File: config.mk
export PLATFORM = sky130hd
export DESIGN_NAME = double_tap_detector
export DESIGN_NICKNAME = d
export VERILOG_FILES = /design/src/design/dtd_pkg.sv /design/src/design/dtd_cfg.sv /design/src/design/dtd_eval.sv /design/src/design/double_tap_detector.sv
export SDC_FILE = /design/constraint.sdc
export NUM_CORES = 1
export LEC_CHECK = 0
export ABC_AREA = 1
export BUFFER_PORTS_ARGS = -buffer_cell sky130_fd_sc_hd__buf_4
export CORE_ASPECT_RATIO = 0.6
export CORE_UTILIZATION = 54
export CTS_BUF_LIST = sky130_fd_sc_hd__clkbuf_16
export CTS_CLUSTER_SIZE = 8
export DETAILED_ROUTE_END_ITERATION = 12
export HOLD_SLACK_MARGIN = 0.1
export PLACE_DENSITY = 0.83
export REMOVE_ABC_BUFFERS = 1
export SLEW_MARGIN = 20
export SYNTH_ARGS = -nofsm -noshare
export SYNTH_HDL_FRONTEND = slang
export SYNTH_SLANG_ARGS = --single-unit
File: constraint.sdc
create_clock -name i_clk -period 10.1 [get_ports i_clk]
set_clock_uncertainty 0.2 [all_clocks]
set_input_delay 0.505 -clock i_clk [delete_from_list [all_inputs] [get_ports i_clk]]
set_output_delay 0.505 -clock i_clk [all_outputs]
set_load 0.1 [all_outputs]
File: src/design/dtd_pkg.sv
// Package for the double tap detector: field widths, kind and verdict codes,
// register reset values and the shared item and config structs.
// No dependencies.
`timescale 1ns / 1ps
`default_nettype none

package dtd_pkg;

    localparam int FINGER_W  = 13;
    localparam int TICKS_W   = 16;
    localparam int WINDOW_W  = 16;
    localparam int OFFSET_W  = 13;
    localparam int SINCE_W   = 16;
    localparam int KIND_W    = 2;
    localparam int VERDICT_W = 3;
    localparam int CFG_IDX_W = 2;
    localparam int CFG_DAT_W = 16;
    // Manhattan length: two magnitudes of up to 4096 each
    localparam int LEN_W     = OFFSET_W + 1;

    // Register reset values (timeout of 0.33 s in 1 ms ticks)
    localparam logic [FINGER_W-1:0] TAP_SLOP_RST     = FINGER_W'(10);
    localparam logic [TICKS_W-1:0]  TAP_TIMEOUT_RST  = TICKS_W'(330);
    localparam logic [WINDOW_W-1:0] COMBINE_WIN_RST  = WINDOW_W'(100);

    // Register indexes
    localparam logic [CFG_IDX_W-1:0] CFG_TAP_SLOP    = 2'd0;
    localparam logic [CFG_IDX_W-1:0] CFG_TAP_TIMEOUT = 2'd1;
    localparam logic [CFG_IDX_W-1:0] CFG_COMBINE_WIN = 2'd2;

    // Item kinds
    localparam logic [KIND_W-1:0] KIND_TICK   = 2'd0;
    localparam logic [KIND_W-1:0] KIND_BEGIN  = 2'd1;
    localparam logic [KIND_W-1:0] KIND_UPDATE = 2'd2;
    localparam logic [KIND_W-1:0] KIND_END    = 2'd3;

    // Verdict codes
    localparam logic [VERDICT_W-1:0] V_CANCEL  = 3'd0;
    localparam logic [VERDICT_W-1:0] V_TRIGGER = 3'd1;
    localparam logic [VERDICT_W-1:0] V_FINISH  = 3'd2;
    localparam logic [VERDICT_W-1:0] V_IGNORE  = 3'd3;
    localparam logic [VERDICT_W-1:0] V_TIMEOUT = 3'd4;
    localparam logic [VERDICT_W-1:0] V_NOTHING = 3'd5;

    typedef struct packed {
        logic [FINGER_W-1:0] tap_slop;
        logic [TICKS_W-1:0]  tap_timeout_ticks;
        logic [WINDOW_W-1:0] combine_window;
    } t_cfg;

    typedef struct packed {
        logic [KIND_W-1:0]          kind;
        logic signed [OFFSET_W-1:0] dx;
        logic signed [OFFSET_W-1:0] dy;
        logic                       pointer_down;
        logic                       prev_lifted;
        logic [SINCE_W-1:0]         since_gesture;
        logic                       gesture_active;
        logic                       multi_touch;
    } t_item;

    // Magnitude of a 13-bit two's complement offset; -4096 gives 4096
    function automatic logic [OFFSET_W-1:0] abs_off(input logic [OFFSET_W-1:0] v);
        logic [OFFSET_W-1:0] neg;
        neg = (~v) + OFFSET_W'(1);
        return v[OFFSET_W-1] ? neg : v;
    endfunction

endpackage

`default_nettype wire

File: src/design/dtd_cfg.sv
// Configuration register file of the double tap detector.
// Depends on dtd_pkg.
`timescale 1ns / 1ps
`default_nettype none

module dtd_cfg import dtd_pkg::*; (
    input  wire logic                 i_clk,
    input  wire logic                 i_rst_n,
    input  wire logic                 i_cfg_we,
    input  wire logic [CFG_IDX_W-1:0] i_cfg_idx,
    input  wire logic [CFG_DAT_W-1:0] i_cfg_data,
    output t_cfg                      o_cfg
);

    t_cfg r_cfg;

    // Write the addressed register; unknown indexes are dropped
    always_ff @(posedge i_clk) begin
        if (!i_rst_n) begin
            r_cfg.tap_slop          <= TAP_SLOP_RST;
            r_cfg.tap_timeout_ticks <= TAP_TIMEOUT_RST;
            r_cfg.combine_window    <= COMBINE_WIN_RST;
        end else if (i_cfg_we) begin
            case (i_cfg_idx)
                CFG_TAP_SLOP:    r_cfg.tap_slop          <= i_cfg_data[FINGER_W-1:0];
                CFG_TAP_TIMEOUT: r_cfg.tap_timeout_ticks <= i_cfg_data[TICKS_W-1:0];
                CFG_COMBINE_WIN: r_cfg.combine_window    <= i_cfg_data[WINDOW_W-1:0];
                default: begin
                end
            endcase
        end
    end

    assign o_cfg = r_cfg;

endmodule

`default_nettype wire

File: src/design/dtd_eval.sv
// Tap state (tap count, timer) and the per-word verdict logic.
// Depends on dtd_pkg.
`timescale 1ns / 1ps
`default_nettype none

module dtd_eval import dtd_pkg::*; (
    input  wire logic                  i_clk,
    input  wire logic                  i_rst_n,
    input  wire logic                  i_commit,
    input  t_item                      i_item,
    input  t_cfg                       i_cfg,
    output logic [VERDICT_W-1:0]       o_verdict
);

    logic               r_first_tap_seen;
    logic               r_timer_running;
    logic [TICKS_W-1:0] r_ticks_left;
    logic               n_first_tap_seen;
    logic               n_timer_running;
    logic [TICKS_W-1:0] n_ticks_left;

    logic [LEN_W-1:0]   len;
    logic               in_window;
    logic               near;

    // Manhattan movement and window compare
    assign len = LEN_W'(abs_off(i_item.dx)) + LEN_W'(abs_off(i_item.dy));
    assign near = (len <= LEN_W'(i_cfg.tap_slop));
    assign in_window = (i_item.since_gesture < i_cfg.combine_window);

    // Decide the verdict and the next state
    always_comb begin
        n_first_tap_seen = r_first_tap_seen;
        n_timer_running  = r_timer_running;
        n_ticks_left     = r_ticks_left;
        o_verdict        = V_NOTHING;
        case (i_item.kind)
            KIND_TICK: begin
                if (r_timer_running) begin
                    if (r_ticks_left <= TICKS_W'(1)) begin
                        n_first_tap_seen = 1'b0;
                        n_timer_running  = 1'b0;
                        n_ticks_left     = '0;
                        o_verdict        = V_TIMEOUT;
                    end else begin
                        n_ticks_left = r_ticks_left - TICKS_W'(1);
                    end
                end
            end
            KIND_BEGIN: begin
                n_timer_running = 1'b1;
                n_ticks_left    = i_cfg.tap_timeout_ticks;
                o_verdict       = V_TRIGGER;
            end
            KIND_UPDATE: begin
                o_verdict = V_IGNORE;
                if (!(i_item.pointer_down && in_window) && i_item.gesture_active &&
                    !i_item.multi_touch && !near) begin
                    n_first_tap_seen = 1'b0;
                    n_timer_running  = 1'b0;
                    n_ticks_left     = '0;
                    o_verdict        = V_CANCEL;
                end
            end
            KIND_END: begin
                o_verdict = V_CANCEL;
                if (i_item.gesture_active && !i_item.multi_touch) begin
                    if (i_item.prev_lifted && in_window) begin
                        o_verdict = V_IGNORE;
                    end else if (near && !r_first_tap_seen) begin
                        // first tap: count it, rearm a running timer
                        n_first_tap_seen = 1'b1;
                        if (r_timer_running) begin
                            n_ticks_left = i_cfg.tap_timeout_ticks;
                        end
                        o_verdict = V_TRIGGER;
                    end else begin
                        // second tap finishes, a long move cancels; both clear
                        n_first_tap_seen = 1'b0;
                        n_timer_running  = 1'b0;
                        n_ticks_left     = '0;
                        o_verdict        = near ? V_FINISH : V_CANCEL;
                    end
                end
            end
            default: begin
            end
        endcase
    end

    // Advance state once per committed word
    always_ff @(posedge i_clk) begin
        if (!i_rst_n) begin
            r_first_tap_seen <= 1'b0;
            r_timer_running  <= 1'b0;
            r_ticks_left     <= '0;
        end else if (i_commit) begin
            r_first_tap_seen <= n_first_tap_seen;
            r_timer_running  <= n_timer_running;
            r_ticks_left     <= n_ticks_left;
        end
    end

    // A stopped timer always holds zero ticks
    a_stopped_zero: assert property (@(posedge i_clk) disable iff (!i_rst_n)
        !r_timer_running |-> (r_ticks_left == '0))
        else $error("timer stopped with ticks left");

    // A committed timeout leaves everything cleared
    a_timeout_clears: assert property (@(posedge i_clk) disable iff (!i_rst_n)
        (i_commit && o_verdict == V_TIMEOUT) |=> (!r_timer_running && !r_first_tap_seen))
        else $error("timeout did not clear state");

    // A committed touch begin starts the timer
    a_begin_runs: assert property (@(posedge i_clk) disable iff (!i_rst_n)
        (i_commit && i_item.kind == KIND_BEGIN) |=> r_timer_running)
        else $error("touch begin did not start timer");

    // Finish only happens after a counted first tap
    a_finish_after_tap: assert property (@(posedge i_clk) disable iff (!i_rst_n)
        (i_commit && o_verdict == V_FINISH) |-> r_first_tap_seen)
        else $error("finish without first tap");

endmodule

`default_nettype wire

File: src/design/double_tap_detector.sv
// Top level of the double tap detector: input word register, verdict
// register and handshakes. Depends on dtd_pkg, dtd_cfg and dtd_eval.
//
//   port group   dir  handshake                  payload
//   ----------   ---  -------------------------  ---------------------------------
//   input word   in   i_in_valid / o_in_ready    i_kind i_dx i_dy i_pointer_down
//                                                i_prev_lifted i_since_gesture
//                                                i_gesture_active i_multi_touch
//   verdict      out  o_out_valid / i_out_ready  o_verdict
//   config       in   i_cfg_we (no wait)         i_cfg_idx i_cfg_data
//
// One word per cycle sustained while the output is not stalled; the verdict
// is registered when the word moves on from the input register.
// The verdict logic and the state update sit combinationally between the two
// registers; state advances when a word moves into the verdict register.
// A stalled output holds the verdict and the input register; new words are
// taken while the input register is free or moving on.
// Reset is synchronous, active low, and clears state, valids and config registers.
`timescale 1ns / 1ps
`default_nettype none

module double_tap_detector import dtd_pkg::*; (
    input  wire logic                       i_clk,
    input  wire logic                       i_rst_n,
    // configuration
    input  wire logic                       i_cfg_we,
    input  wire logic [CFG_IDX_W-1:0]       i_cfg_idx,
    input  wire logic [CFG_DAT_W-1:0]       i_cfg_data,
    // input words
    input  wire logic                       i_in_valid,
    output logic                            o_in_ready,
    input  wire logic [KIND_W-1:0]          i_kind,
    input  wire logic signed [OFFSET_W-1:0] i_dx,
    input  wire logic signed [OFFSET_W-1:0] i_dy,
    input  wire logic                       i_pointer_down,
    input  wire logic                       i_prev_lifted,
    input  wire logic [SINCE_W-1:0]         i_since_gesture,
    input  wire logic                       i_gesture_active,
    input  wire logic                       i_multi_touch,
    // verdicts
    output logic                            o_out_valid,
    input  wire logic                       i_out_ready,
    output logic [VERDICT_W-1:0]            o_verdict
);

    t_cfg                 cfg;
    t_item                r_item;
    logic                 r_item_valid;
    logic                 r_out_valid;
    logic [VERDICT_W-1:0] r_verdict;
    logic [VERDICT_W-1:0] eval_verdict;
    logic                 advance;
    logic                 in_take;

    dtd_cfg u_cfg (
        .i_clk      (i_clk),
        .i_rst_n    (i_rst_n),
        .i_cfg_we   (i_cfg_we),
        .i_cfg_idx  (i_cfg_idx),
        .i_cfg_data (i_cfg_data),
        .o_cfg      (cfg)
    );

    // Move a word into the verdict register when that slot is free or leaving
    assign advance    = r_item_valid && (!r_out_valid || i_out_ready);
    assign o_in_ready = !r_item_valid || advance;
    assign in_take    = i_in_valid && o_in_ready;

    dtd_eval u_eval (
        .i_clk     (i_clk),
        .i_rst_n   (i_rst_n),
        .i_commit  (advance),
        .i_item    (r_item),
        .i_cfg     (cfg),
        .o_verdict (eval_verdict)
    );

    // Capture the input word
    always_ff @(posedge i_clk) begin
        if (!i_rst_n) begin
            r_item_valid <= 1'b0;
        end else if (o_in_ready) begin
            r_item_valid <= i_in_valid;
        end
        if (in_take) begin
            r_item.kind           <= i_kind;
            r_item.dx             <= i_dx;
            r_item.dy             <= i_dy;
            r_item.pointer_down   <= i_pointer_down;
            r_item.prev_lifted    <= i_prev_lifted;
            r_item.since_gesture  <= i_since_gesture;
            r_item.gesture_active <= i_gesture_active;
            r_item.multi_touch    <= i_multi_touch;
        end
    end

    // Hold the verdict until taken
    always_ff @(posedge i_clk) begin
        if (!i_rst_n) begin
            r_out_valid <= 1'b0;
        end else if (advance) begin
            r_out_valid <= 1'b1;
        end else if (i_out_ready) begin
            r_out_valid <= 1'b0;
        end
        if (advance) begin
            r_verdict <= eval_verdict;
        end
    end

    assign o_out_valid = r_out_valid;
    assign o_verdict   = r_verdict;

endmodule

`default_nettype wire
==> results.yml, run 1 <==
route:
  viasPerCell: 5.190
  vias: 5616
  drc: 0
  routed_wl_mm: 15.24
  ant_nets: 0
  first_iter_violations: 639
  dr.pass1.iters: 5
  wl_per_cell_um: 14.08
cells_and_area:
  register_area_sq_um: 2833
  areaGrowthSynthToFinish_pct: 25.94
  n_antenna_cell: 0
  layout-drive-gt1-share: 0.1247
  nets: 1026
  fill_cells: 876
  multiInputGateArea_sq_um: 3024
power:
  finalPower_mw: 1.389
  pwr_density_cell_nw_per_um2: 173.5
  ir_drop_uv: 130.4
  leakage_nw: 3.739
sta:
  setup_tns_ns: 0
  slew_headroom: 0.2957
  hold_ws_ns: 0.1315
  fin_crit_sh: 0.4848
  rsz0062_at_grt: "no"
  tightest_slew_ns: 1.053
  layout_setup_ws_ns: 5.203
  setup-violations-final: 0
  slew_viol_final: 0
  period_needed_ns: 4.897
  finalHoldViolCount: 0
  max_freq_mhz: 204.2
place:
  post-dp-hpwl_mm: 10.39
  place_ws_ns: 5.360
  routabilityCongestion: 0.8522
  io_buffers: 75
floorplan:
  ios: 76
  rows: 30
  core_sq_um: 11370
  die_x_um: 142.1
  start_util: 0.5590
  die_h_um: 86.05
  dieArea_sq_um: 12220
global_route:
  grt_max_degree: 64
  grt_pass1_wl_mm: 24.97
  gr-total-overflow: 0
  antenna_found_initial: 0
  grtUsageTotal: 0.2676
  grt_pass1_vias: 5172
clock_tree:
  cts_buffers: 17
  clockRootBuffer: "clkbuf_16"
  cts-htree-levels: 4
  cts.clk_slew.worst_paths_ns: 0.06
  cts_resized: 0
  clk_latency_ns: 0.42
  cts_buffer_depth: 2
  cts.sinks: 116
  cts_tree: "done"
job:
  cap_violations: 0
yosys:
  synth_area_leader_cell: "edfxtp_1"
  async_flop_share: 0
  synth_top_flop_cell: "dfxtp_1"
  synth_cell_types: 38
  yosys-top-cells-area: "edfxtp_1 (24%), dfxtp_1 (20%), ha_1 (8.9%)"
  synth_common_cells: "nand2_1 (146), nor2_1 (105), inv_1 (101), dfxtp_1 (65), a21oi_1 (64)"
  yosysTopAreaCellShare: 0.2409
  synth_edf_count: 51
  ys_warn_count: 0
  avgSynthCellArea_sq_um: 8.099
  synth_seq_cells: 116
  yosysSeqAreaShare: 0.4456
  synth_area_sq_um: 6357
  syn_inst: 785
  yosysMostFrequentCell: "nand2_1"
critical_path:
  cp_num_buf_inv: 1
  crit_start: "r_item[33]$_DFFE_PP_"
  critPathLaunchType: "flop"
  rr_worst_depth: 26
  endpoint_kind: "flop"
  rrSetupSlack_ns: 5.20
  cp.required_ns: 10.26
  critPathMaxStageDelay_ns: 0.46
  cp_max_fo: 32
  r2r-start: "r_item[33]$_DFFE_PP_"
  path_common_cell: "nand2_1"
  worstPathArrival_ns: 5.05
  critPathKind: "flop to flop"
  critPathSlowestCell: "nor3_1"
  critical_path.endpoint: "u_eval.r_ticks_left[11]$_SDFFE_PN0P_"
  cp.depth: 26
  timing.rr.end: "u_eval.r_ticks_left[11]$_SDFFE_PN0P_"
  crit_family: "simple AND/OR/NAND/NOR gates"
run_status:
  status: "complete, no violations"
hold_path:
  hold_class: "input port to flop"
metrics by stage:
stage                     instance area (sq um)  utilization  std cells
after global placement                     7034       0.6185       1002
after detailed placement                   7034       0.6185       1002
final                                      8006       0.7040       1082
after CTS                                  8006       0.7040       1082
after global routing                       8006       0.7040       1082
after floorplan                            6264            -        766
tightest hold or removal path, stage by stage:
cell and delay, ns:
buf_4 0.10, nand2_1 0.05, o211ai_1 0.07
sequential cells by signal, summed over array words and instances, names as in the netlist:
signal,count
u_eval.r_timer_running,1
u_cfg.o_cfg,45
u_eval.r_ticks_left,16
o_verdict,3
u_eval.r_first_tap_seen,1
r_item,48
r_item_valid,1
o_out_valid,1
cells in the final DEF (no fill, tap or decap), drive strengths merged, types with 45 or more instances in the layout:
cell type / netlist / layout
a21oi: 64 / 64
buf: 7 / 76
dfxtp: 65 / 65
dlygate4sd3: 0 / 48
edfxtp: 51 / 51
ha: 45 / 45
inv: 106 / 111
nand2: 151 / 151
nor2: 106 / 106
o21ai: 58 / 58
how the worst min path moves through the flow:
stage	start	endpoint	cells after the start
finish	i_cfg_data[3]	u_cfg.o_cfg[19]$_SDFFE_PN1P_	3
global route	i_cfg_data[13]	u_cfg.o_cfg[29]$_SDFFE_PN0P_	3
CTS	i_cfg_data[3]	u_cfg.o_cfg[19]$_SDFFE_PN1P_	3
detailed placement	u_cfg.o_cfg[23]$_SDFFE_PN0P_	u_cfg.o_cfg[23]$_SDFFE_PN0P_	2
global placement	u_cfg.o_cfg[31]$_SDFFE_PN0P_	u_cfg.o_cfg[31]$_SDFFE_PN0P_	2
floorplan	u_cfg.o_cfg[16]$_SDFFE_PN0P_	u_cfg.o_cfg[16]$_SDFFE_PN0P_	2
routing by layer:
metal	routed length [um]	share of wire	GRT usage	vias to the layer above
li1	-	-	-	2829
met5	0	0	0	-
met2	6246	0.41	0.3864	211
met4	232	0.015	0.1075	0
met1	7618	0.50	0.3872	2552
met3	1141	0.075	0.05863	24
area by class of cell:
class	instances	share of cell area
Inverter	108	0.05079
Clock inverter	15	0.008283
Sequential cell	116	0.3538
Clock buffer	17	0.05313
Multi-Input combinational cell	542	0.3777
Timing Repair Buffer	124	0.1313
Tap cell	160	0.02500
timing repair:
action,in CTS,in global routing
endpoints found under the setup margin,0,0
hold endpoints to repair,48,0
hold buffers,48,0
buffers inserted,0,0
kinds of logic (layout without fill, tap and decap cells):
| group | Yosys count | count (layout) | share of synthesized area |
|---|---|---|---|
| xor+xnor | 37 | 37 | 0.05098 |
| simple gates | 316 | 316 | 0.2120 |
| compound gates | 143 | 143 | 0.1210 |
| buf+inv | 127 | 264 | 0.07872 |
| fa+ha+maj | 46 | 46 | 0.09171 |
| flops | 116 | 116 | 0.4456 |
power breakdown:
| group | total (mW) | internal (mW) | switching [mW] |
|---|---|---|---|
| clock network | 0.507 | 0.301 | 0.206 |
| logic | 0.346 | 0.138 | 0.208 |
| registers | 0.536 | 0.520 | 0.0155 |
| total | 1.39 | 0.960 | 0.430 |
Note: power is estimated with default switching activity, not from simulation.
==> run 2, diff against run 1 <==
- ABC_AREA: 1 -> 0
- CORE_UTILIZATION: 54 -> 53
- PLACE_DENSITY: 0.83 -> 0.85
- clock period: 10.1 -> 4.25 ns (I/O delays scaled with it)
==> run 2 against run 1 <==
Net effect: the flow now finishes with violations (setup timing); sequential share of layout area fell by 5.0 points; sequential cell count did not move; power rose to 2.8 times the previous value; worst hold slack got worse by 0.042 ns; combinational power rose to 3.5 times the previous value; final area rose by 16%; area after synthesis fell by 0.28%; non-clock buffer count rose by 109; fmax fell by 10%; final cell count fell by 0.74%; sequential power rose by 140%; largest cell class unchanged; global-route usage rose by 7.8 points.
==> results.yml, run 2 <==
yosys:
  synth_cell_types: 63
  synth_adder_area_share: 0.09197
  async_flop_share: 0
  synth_xor_area_frac: 0.05940
  synth_area_leader_cell: "edfxtp_1"
  synth_seq_cells: 116
  yosysMostFrequentCell: "nand2_1"
  synth_top_family_by_area: "compound AO/OA/AOI/OAI gates"
  synth_common_cells: "nand2_1 (110), dfxtp_1 (65), inv_1 (59), edfxtp_1 (51), a21oi_1 (50)"
  avgSynthCellArea_sq_um: 9.420
  synth_area_sq_um: 6340
  yosysSeqAreaShare: 0.4468
  ys_warn_count: 0
  synth_compound_area_frac: 0.1808
  yosys-top-cells-area: "edfxtp_1 (24%), dfxtp_1 (21%), ha_1 (8.9%)"
  yosysTopAreaCellShare: 0.2416
  synthMuxAreaShare: 0
  synth_edf_count: 51
  synth_top_flop_cell: "dfxtp_1"
  syn_inst: 673
  yosys.area_share.simple: 0.1674
critical_path:
  r2r-start: "r_item[20]$_DFFE_PP_"
  critPathKind: "flop to flop"
  crit_family: "compound AO/OA/AOI/OAI gates"
  endpoint_kind: "flop"
  rrSetupSlack_ns: -1.19
  critPathSlowestCell: "edfxtp_1"
  cp_num_buf_inv: 4
  cp.required_ns: 4.37
  timing.rr.end: "u_eval.r_ticks_left[8]$_SDFFE_PN0P_"
  rr_worst_depth: 25
  cp_max_fo: 7
  worstPathArrival_ns: 5.56
  critPathMaxStageDelay_ns: 0.41
  critPathLaunchType: "flop"
global_route:
  grtUsageTotal: 0.3451
  antenna_found_initial: 0
  grt_max_degree: 49
  gr-total-overflow: 0
  grt_pass1_wl_mm: 32.20
  grt_pass1_vias: 6414
power:
  leakage_nw: 3.771
  ir_drop_uv: 298.0
  pwr_density_cell_nw_per_um2: 420.2
clock_tree:
  clk_latency_ns: 0.42
  cts_tree: "done"
  cts.sinks: 116
  cts-htree-levels: 4
  cts_buffer_depth: 2
  clockRootBuffer: "clkbuf_16"
  cts.clk_slew.worst_paths_ns: 0.06
  cts_buffers: 17
floorplan:
  die_h_um: 86.72
  start_util: 0.5520
  ios: 76
  dieArea_sq_um: 12420
  core_sq_um: 11490
  die_x_um: 143.2
  rows: 30
sta:
  hold_ws_ns: 0.08981
  setup-violations-final: 20
  finalHoldViolCount: 0
  slew_headroom: 0.3992
  max_freq_mhz: 183.9
  slew_viol_final: 0
  rsz0062_at_grt: "yes"
  period_needed_ns: 5.439
  layout_setup_ws_ns: -1.189
  fin_crit_sh: 1.280
  tightest_slew_ns: 0.9002
route:
  wl_per_cell_um: 20.35
  ant_nets: 0
  first_iter_violations: 622
  drc: 0
  vias: 6433
  routed_wl_mm: 21.86
  dr.pass1.iters: 5
  viasPerCell: 5.990
cells_and_area:
  layout-drive-gt1-share: 0.2702
  fin_cells: 1074
  layout_commonest_cell: "buf_4"
  nets: 1018
  areaGrowthSynthToFinish_pct: 47.07
  n_antenna_cell: 0
  finalInstanceArea_sq_um: 9324
  mostFrequentLayoutCells: "buf_4 (144), nand2_1 (108), dlygate4sd3_1 (78), dfxtp_1 (65), inv_1 (59)"
  top_register: "r_item"
  largest_reg_flops: 48
  fill_cells: 637
job:
  cap_violations: 0
hold_path:
  hold_class: "input port to flop"
  hp-start: "i_cfg_idx[0]"
  hold_depth: 4
  hold_path_end: "u_cfg.o_cfg[9]$_SDFFE_PN0P_"
place:
  dp.cells: 946
  dpl-instance-area_sq_um: 7480
  post-dp-hpwl_mm: 11.89
  place_ws_ns: -1.261
  io_buffers: 75
  routabilityCongestion: 0.8812
run_status:
  status: "complete, but fails checks"
  violations: "setup timing"
## run 2: worst register-to-register path: cells and delay by family (launching register included)
kind / cells / cell delay, ns
buf+inv: 4 / 0.59
simple gates: 6 / 1.03
fa+ha+maj: 3 / 0.78
xor+xnor: 2 / 0.32
flops: 1 / 0.41
compound gates: 10 / 2.03
## run 2: cell families (layout without fill, tap and decap cells)
family | Yosys count | after routing
adder cells (fa/ha/maj) | 46 | 46
buffers and inverters | 84 | 325
AND/OR/NAND/NOR | 217 | 217
XOR/XNOR | 43 | 43
AO/OA/AOI/OAI | 167 | 167
flip-flops | 116 | 116
## run 2: worst max path at each step
stage                              start                              endpoint  slack, ns  cells past startpoint
CTS                 r_item[21]$_DFFE_PP_   u_eval.r_ticks_left[4]$_SDFFE_PN0P_      -0.76                     26
global placement    r_item[21]$_DFFE_PP_  u_eval.r_ticks_left[11]$_SDFFE_PN0P_      -0.79                     23
detailed placement  r_item[21]$_DFFE_PP_  u_eval.r_ticks_left[11]$_SDFFE_PN0P_      -1.26                     23
floorplan           r_item[20]$_DFFE_PP_  u_eval.r_ticks_left[11]$_SDFFE_PN0P_      -0.79                     22
global route        r_item[34]$_DFFE_PP_   u_eval.r_ticks_left[5]$_SDFFE_PN0P_      -1.33                     24
finish              r_item[20]$_DFFE_PP_   u_eval.r_ticks_left[8]$_SDFFE_PN0P_      -1.19                     25
## run 2: where the power goes
group | internal (mW) | switching, mW
clock network | 0.866 | 0.561
logic | 0.576 | 0.639
registers | 1.23 | 0.0476
## run 2: cell type report
| cell class | instances | area, sq um | share of cell area |
|---|---|---|---|
| Tap cell | 160 | 200.2 | 0.02147 |
| Clock inverter | 15 | 156.4 | 0.01677 |
| Multi-Input combinational cell | 473 | 3455 | 0.3705 |
| Sequential cell | 116 | 2833 | 0.3038 |
| Inverter | 60 | 225.2 | 0.02415 |
| Timing Repair Buffer | 233 | 2029 | 0.2177 |
| Clock buffer | 17 | 425.4 | 0.04563 |
## run 2: per-layer routing
metal	wire length (um)	track usage	up-vias
li1	-	-	2855
met1	8415	0.4352	3007
met2	10260	0.5729	468
met3	2327	0.07901	103
met4	858	0.1457	0
met5	0	0	-
## run 2: stage by stage
stage          power, mW  utilization  TNS, ns
2_1_floorplan      1.840            -   -13.73
3_3_place_gp       2.130       0.6512   -14.17
3_5_place_dp       2.184       0.6512   -22.86
4_1_cts            3.716       0.7856   -14.06
5_1_grt            4.050       0.8118   -25.37
6_report           3.918       0.8118   -21.98
## run 2: timing repair
action / in CTS / in global routing
setup buffers: 9 / 8
hold endpoints to repair: 106 / 0
hold buffers: 78 / 0
gates cloned: 0 / 2
resized for setup: 31 / 47
pin swaps: 17 / 14
endpoints found under the setup margin: 20 / 20
